`src/design/kpl_pkg.sv`:
```
`timescale 1ns / 1ps
`default_nettype none

package kpl_pkg;

    localparam int CURSOR_W = 3;
    localparam int CODE_W   = 48;

    localparam logic [1:0] PH_ENTRY   = 2'd0;
    localparam logic [1:0] PH_OLD     = 2'd1;
    localparam logic [1:0] PH_NEW     = 2'd2;
    localparam logic [1:0] PH_CONFIRM = 2'd3;

    localparam logic [2:0] EV_NONE     = 3'd0;
    localparam logic [2:0] EV_ENTRY    = 3'd1;
    localparam logic [2:0] EV_OLD_BAD  = 3'd2;
    localparam logic [2:0] EV_OLD_OK   = 3'd3;
    localparam logic [2:0] EV_NEW      = 3'd4;
    localparam logic [2:0] EV_MISMATCH = 3'd5;
    localparam logic [2:0] EV_CHANGED  = 3'd6;

    localparam logic [7:0] KEY_ZERO  = 8'h30;
    localparam logic [7:0] KEY_NINE  = 8'h39;
    localparam logic [7:0] KEY_ERASE = 8'h2A;
    localparam logic [7:0] KEY_ONE   = 8'h31;
    localparam logic [7:0] CHR_SPACE = 8'h20;

    localparam logic OP_KEY    = 1'b0;
    localparam logic OP_CHANGE = 1'b1;

    typedef struct packed {
        logic [1:0]          phase;
        logic [CURSOR_W-1:0] cursor;
        logic                echo_valid;
        logic [2:0]          echo_column;
        logic [7:0]          echo_char;
        logic [2:0]          event_res;
        logic [CODE_W-1:0]   entry_code;
    } kpl_result_t;

endpackage

`default_nettype wire

```
`src/design/kpl_step.sv`:
```
`timescale 1ns / 1ps
`default_nettype none

module kpl_step #(
    parameter int CODE_DIGITS = 6
) (
    input  wire logic                            op,
    input  wire logic [7:0]                      key,
    input  wire logic [1:0]                      mode,
    input  wire logic [kpl_pkg::CURSOR_W-1:0]    count,
    input  wire logic [CODE_DIGITS-1:0][7:0]     stored,
    input  wire logic [CODE_DIGITS-1:0][7:0]     entry,
    input  wire logic [CODE_DIGITS-1:0][7:0]     new_code,
    output logic      [1:0]                      mode_next,
    output logic      [kpl_pkg::CURSOR_W-1:0]    count_next,
    output logic      [CODE_DIGITS-1:0][7:0]     stored_next,
    output logic      [CODE_DIGITS-1:0][7:0]     entry_next,
    output logic      [CODE_DIGITS-1:0][7:0]     new_code_next,
    output kpl_pkg::kpl_result_t                 result
);
    import kpl_pkg::*;

    localparam logic [CURSOR_W:0] FULL = (CURSOR_W + 1)'(CODE_DIGITS);

    logic [CURSOR_W:0]          inc;
    logic [CODE_DIGITS*8-1:0]   packed_code;

    assign inc = {1'b0, count} + 1'b1;

    always_comb begin
        mode_next     = mode;
        count_next    = count;
        stored_next   = stored;
        entry_next    = entry;
        new_code_next = new_code;
        packed_code   = '0;
        result        = '0;

        if (op == OP_CHANGE) begin
            if (mode == PH_ENTRY) begin
                mode_next  = PH_OLD;
                count_next = '0;
            end
        end else if (key inside {[KEY_ZERO:KEY_NINE]}) begin
            result.echo_valid  = 1'b1;
            result.echo_column = count;
            result.echo_char   = key;
            for (int i = 0; i < CODE_DIGITS; i++) begin
                if (CURSOR_W'(i) == count) begin
                    entry_next[i] = key;
                end
            end
            if (inc == FULL) begin
                count_next        = '0;
                for (int i = 0; i < CODE_DIGITS; i++) begin
                    packed_code[(CODE_DIGITS-1-i)*8 +: 8] = entry_next[i];
                end
                result.entry_code = CODE_W'(64'(packed_code));
                case (mode)
                    PH_ENTRY: begin
                        result.event_res = EV_ENTRY;
                    end
                    PH_OLD: begin
                        if (entry_next == stored) begin
                            result.event_res = EV_OLD_OK;
                            mode_next        = PH_NEW;
                        end else begin
                            result.event_res = EV_OLD_BAD;
                        end
                    end
                    PH_NEW: begin
                        new_code_next    = entry_next;
                        result.event_res = EV_NEW;
                        mode_next        = PH_CONFIRM;
                    end
                    default: begin
                        if (entry_next == new_code) begin
                            stored_next      = new_code;
                            result.event_res = EV_CHANGED;
                            mode_next        = PH_ENTRY;
                        end else begin
                            result.event_res = EV_MISMATCH;
                            mode_next        = PH_NEW;
                        end
                    end
                endcase
            end else begin
                count_next = inc[CURSOR_W-1:0];
            end
        end else if (key == KEY_ERASE) begin
            if (count != '0) begin
                count_next         = count - 1'b1;
                result.echo_valid  = 1'b1;
                result.echo_column = count - 1'b1;
                result.echo_char   = CHR_SPACE;
            end
        end

        result.phase  = mode_next;
        result.cursor = count_next;
    end

endmodule

`default_nettype wire

```
`src/design/keypad_password_lock_sequencer_top.sv`:
```
// Keypad code lock sequencer.
// Input channel (s_valid/s_ready): one item per key event; s_op = 0 is a key
// press with its ASCII code on s_key, s_op = 1 is a change-code request.
// Result channel (m_valid/m_ready): exactly one result item per input item,
// in order, carrying phase, cursor, display echo, event and completed code.
// An accepted item lands in the input register; its result from kpl_step is
// loaded into the result register once that is free or being read, and drives m_.
// Throughput: one item per cycle; the whole step (digit write, six-byte
// compare, phase update) is one combinational pass between the input and
// result registers, so nothing limits the rate but the receiver.
// Reset (aresetn low, synchronous): both stages empty, phase entry, cursor 0,
// stored code all '1', entry and new-code buffers zero.
// Receiver stall: the result register holds; one more item may wait in the
// input register, after which s_ready drops until m_ready returns.
`timescale 1ns / 1ps
`default_nettype none

module keypad_password_lock_sequencer_top #(
    parameter int CODE_DIGITS = 6
) (
    input  wire logic                           aclk,
    input  wire logic                           aresetn,
    input  wire logic                           s_valid,
    output logic                                s_ready,
    input  wire logic                           s_op,
    input  wire logic [7:0]                     s_key,
    output logic                                m_valid,
    input  wire logic                           m_ready,
    output logic      [1:0]                     m_phase,
    output logic      [kpl_pkg::CURSOR_W-1:0]   m_cursor,
    output logic                                m_echo_valid,
    output logic      [2:0]                     m_echo_column,
    output logic      [7:0]                     m_echo_char,
    output logic      [2:0]                     m_event_res,
    output logic      [kpl_pkg::CODE_W-1:0]     m_entry_code
);
    import kpl_pkg::*;

    logic                          in_valid_reg;
    logic                          in_op_reg;
    logic [7:0]                    in_key_reg;
    logic                          out_valid_reg;
    kpl_result_t                   out_reg;
    kpl_result_t                   result;

    logic [1:0]                    mode_reg, mode_next;
    logic [CURSOR_W-1:0]           count_reg, count_next;
    logic [CODE_DIGITS-1:0][7:0]   stored_reg, stored_next;
    logic [CODE_DIGITS-1:0][7:0]   entry_reg, entry_next;
    logic [CODE_DIGITS-1:0][7:0]   new_code_reg, new_code_next;

    logic                          advance;

    assign advance = in_valid_reg && (!out_valid_reg || m_ready);
    assign s_ready = !in_valid_reg || advance;

    kpl_step #(
        .CODE_DIGITS(CODE_DIGITS)
    ) u_step (
        .op           (in_op_reg),
        .key          (in_key_reg),
        .mode         (mode_reg),
        .count        (count_reg),
        .stored       (stored_reg),
        .entry        (entry_reg),
        .new_code     (new_code_reg),
        .mode_next    (mode_next),
        .count_next   (count_next),
        .stored_next  (stored_next),
        .entry_next   (entry_next),
        .new_code_next(new_code_next),
        .result       (result)
    );

    always_ff @(posedge aclk) begin
        if (!aresetn) begin
            in_valid_reg  <= 1'b0;
            out_valid_reg <= 1'b0;
            mode_reg      <= PH_ENTRY;
            count_reg     <= '0;
            for (int i = 0; i < CODE_DIGITS; i++) begin
                stored_reg[i]   <= KEY_ONE;
                entry_reg[i]    <= '0;
                new_code_reg[i] <= '0;
            end
        end else begin
            if (s_valid && s_ready) begin
                in_valid_reg <= 1'b1;
            end else if (advance) begin
                in_valid_reg <= 1'b0;
            end

            if (advance) begin
                out_valid_reg <= 1'b1;
                mode_reg      <= mode_next;
                count_reg     <= count_next;
                stored_reg    <= stored_next;
                entry_reg     <= entry_next;
                new_code_reg  <= new_code_next;
            end else if (m_ready) begin
                out_valid_reg <= 1'b0;
            end
        end
    end

    always_ff @(posedge aclk) begin
        if (s_valid && s_ready) begin
            in_op_reg  <= s_op;
            in_key_reg <= s_key;
        end
        if (advance) begin
            out_reg <= result;
        end
    end

    assign m_valid       = out_valid_reg;
    assign m_phase       = out_reg.phase;
    assign m_cursor      = out_reg.cursor;
    assign m_echo_valid  = out_reg.echo_valid;
    assign m_echo_column = out_reg.echo_column;
    assign m_echo_char   = out_reg.echo_char;
    assign m_event_res   = out_reg.event_res;
    assign m_entry_code  = out_reg.entry_code;

endmodule

`default_nettype wire

```
`config.mk`:
```
export PLATFORM = sky130hd
export DESIGN_NAME = keypad_password_lock_sequencer_top
export DESIGN_NICKNAME = d
export VERILOG_FILES = /design/src/design/kpl_pkg.sv /design/src/design/kpl_step.sv /design/src/design/keypad_password_lock_sequencer_top.sv
export SDC_FILE = /design/constraint.sdc
export NUM_CORES = 1
export LEC_CHECK = 0
export ABC_AREA = 1
export BUFFER_PORTS_ARGS = -buffer_cell sky130_fd_sc_hd__buf_2
export CELL_PAD_IN_SITES_DETAIL_PLACEMENT = 0
export CELL_PAD_IN_SITES_GLOBAL_PLACEMENT = 1
export CORE_UTILIZATION = 40
export CTS_BUF_LIST = sky130_fd_sc_hd__clkbuf_4
export DETAILED_ROUTE_END_ITERATION = 10
export PLACE_DENSITY = 0.83
export REMOVE_ABC_BUFFERS = 1
export SLEW_MARGIN = 20
export SYNTH_ARGS = -nofsm -noshare
export SYNTH_HDL_FRONTEND = slang
export SYNTH_SLANG_ARGS = --single-unit
```
`constraint.sdc`:
```
create_clock -name aclk -period 4.2 [get_ports aclk]
set_input_delay 0.63 -clock aclk [delete_from_list [all_inputs] [get_ports aclk]]
set_output_delay 0.63 -clock aclk [all_outputs]
set_load 0.02 [all_outputs]
```
==> flow_summary.json <==
{
  "h-tree-depth": 3,
  "post_cts_resized": 0,
  "required_ns": 4.77,
  "fin_nets": 1738,
  "coreArea_mm2": 0.0282,
  "place_inst": 2027,
  "clock.fmax_mhz": 255,
  "cts_tree": "done",
  "cp-startpoint": "count_reg[0]",
  "viasPerCell": 5.08,
  "crit_end": "stored_reg[30]",
  "finalPower_mw": 5.00,
  "gp_congestion": 0.952,
  "hold_violations": 0,
  "cts_num_sinks": 228,
  "row_count": 61,
  "holdCritPathClass": "in -> reg",
  "hold_path_depth": 1,
  "crit_arrival_ns": 4.48,
  "cellPowerDensity_mw_per_mm2": 379,
  "grt_pass1_vias": 10052,
  "worst_slew_pin_slew_ns": 1.01,
  "final_cell_mix": "nand2_1, inv_1, nor2_1",
  "synth_flop_cell": "dfxtp_1",
  "io_buffers": 82,
  "numCtsBuffers": 66,
  "ios": 83,
  "antenna_left": 0,
  "dieArea_mm2": 0.0296,
  "fin_crit_sh": 0.933,
  "r2r_start": "count_reg[0]",
  "vias": 10903,
  "clock_skew_ns": 0.0321,
  "rsz0062_at_grt": "false",
  "insertion_delay_ns": 0.67,
  "worst_slack_ns": 0.282,
  "clkSlewWorstSetupHoldPaths_ns": 0.06,
  "grt_max_degree": 97,
  "postLayoutCoreUtil": 0.468,
  "whs_ns": 0.140,
  "root_buffer": "clkbuf_4",
  "start_util": 0.411,
  "cap_violations": 0,
  "synth_edf_count": 77,
  "vdd_drop_max_mv": 0.236,
  "dp_hpwl_um": 23500,
  "r2r-end": "stored_reg[30]",
  "worst-r2r-cell-count": 15,
  "ctsHoldBuffers": 0,
  "synth_top_cell_area_share": 0.261,
  "async_reset_ff_frac": 0,
  "hold_start": "s_key[1]",
  "synth-seq-area-share": 0.460,
  "first_iter_violations": 914,
  "synth.avg_cell_area_um2": 7.14,
  "clockBufferDepth": 3,
  "fin_crit_ns": 3.92,
  "grt_pass1_wl_um": 55200,
  "synth_area_mm2": 0.0116,
  "cp-start-kind": "register",
  "path_max_fanout": 19,
  "post_cts_buffers": 0,
  "synth_warnings": 0,
  "finalWirelength_um": 35900,
  "grt_overflow": 0,
  "final_common_cell": "nand2_1",
  "relSlewSlack": 0.324,
  "die_width_um": 172,
  "place_ws_ns": 0.390,
  "drive_above_1_share": 0.140,
  "critPathKind": "reg -> reg",
  "antenna_found_initial": 2,
  "ys_types": 35,
  "ff2ff_setup_slack_ns": 0.28,
  "remaining_drc_errors": 0,
  "ys_ff_latch": 228,
  "final_cell_count_no_fill": 2146,
  "die_h_um": 172,
  "drt-pass1-iter-count": 5,
  "track_usage": 0.246,
  "syn2layout_area_growth_pct": 13.8,
  "status": "complete, no violations",
  "yosysTopAreaCell": "dfxtp_1",
  "end_kind": "register",
  "wl_per_cell_um": 16.7,
  "p_leak_nw": 5.92,
  "setup_viol": 0,
  "ys_top_cells_by_area": "dfxtp_1, edfxtp_1, nand2_1",
  "syn_inst": 1623,
  "drv_slew": 0
}
-- how the worst min path moves through the flow --
stage                                 to  slack [ns]
after floorplan           stored_reg[29]        0.44
final                      in_key_reg[1]        0.14
after global placement    stored_reg[29]        0.46
after global routing       in_key_reg[1]        0.09
after detailed placement  stored_reg[29]        0.47
after CTS                  in_key_reg[4]        0.10
-- kinds of logic after synthesis --
group,count (synthesis),share of synthesized area
buf+inv,285,0.0986
other cells,1,0.000324
xor+xnor,26,0.0197
fa+ha+maj,8,0.00864
flops,228,0.460
simple gates,867,0.318
compound gates,208,0.0947
-- layout make-up --
type | count | area, µm²
Fill cell | 2919 | 15000
Sequential cell | 228 | 5340
Multi-Input combinational cell | 1111 | 5150
Inverter | 206 | 777
Clock buffer | 102 | 766
Timing Repair Buffer | 104 | 616
Tap cell | 378 | 473
Clock inverter | 16 | 61.3
Antenna cell | 1 | 2.50
-- worst max-delay path, stage by stage, from the launching register on --
cell	delay (ns)
dfxtp_1	0.38
inv_1	0.22
ha_1	0.43
nand2_2	0.30
nand2_1	0.22
nand2_1	0.15
nand2_1	0.10
nand4_1	0.11
nor3_1	0.59
nand3_1	0.23
nor2_4	0.17
nand3_2	0.32
buf_4	0.36
nand2_1	0.09
inv_1	0.04
nor2_1	0.11
-- power by group --
group / switching [mW] / total, mW / internal, mW
clock network: 0.968 / 2.07 / 1.10
logic: 0.440 / 0.581 / 0.141
registers: 0.0271 / 2.35 / 2.32
-- metal layers --
metal / up-vias / global-route usage / wire (µm)
li1: 5484 / - / -
met1: 4973 / 0.324 / 16200
met2: 362 / 0.394 / 16400
met3: 82 / 0.0453 / 2100
met4: 2 / 0.103 / 1140
met5: - / 0 / 13
-- per-stage QoR --
step	setup TNS [ns]	cell area (µm²)
after global placement	0	12400
final	0	13200
after detailed placement	0	12400
after CTS	0	13200
after floorplan	-118.28	11200
after global routing	0	13200
-- Yosys cell counts, types with 3 or more instances --
master / n
o22ai_1: 3
nand3b_1: 4
edfxtp_1: 77
nor2_2: 8
o21ai_1: 6
nand4_1: 58
ha_1: 8
a21oi_1: 87
inv_2: 11
inv_1: 193
xor2_1: 19
buf_6: 3
buf_2: 32
clkbuf_1: 40
a211oi_1: 18
nand3_1: 156
nand2_2: 9
xnor2_1: 7
o21ai_0: 91
nor2_1: 165
dfxtp_1: 151
nand2_1: 459
Note: power is estimated with default switching activity, not from simulation.
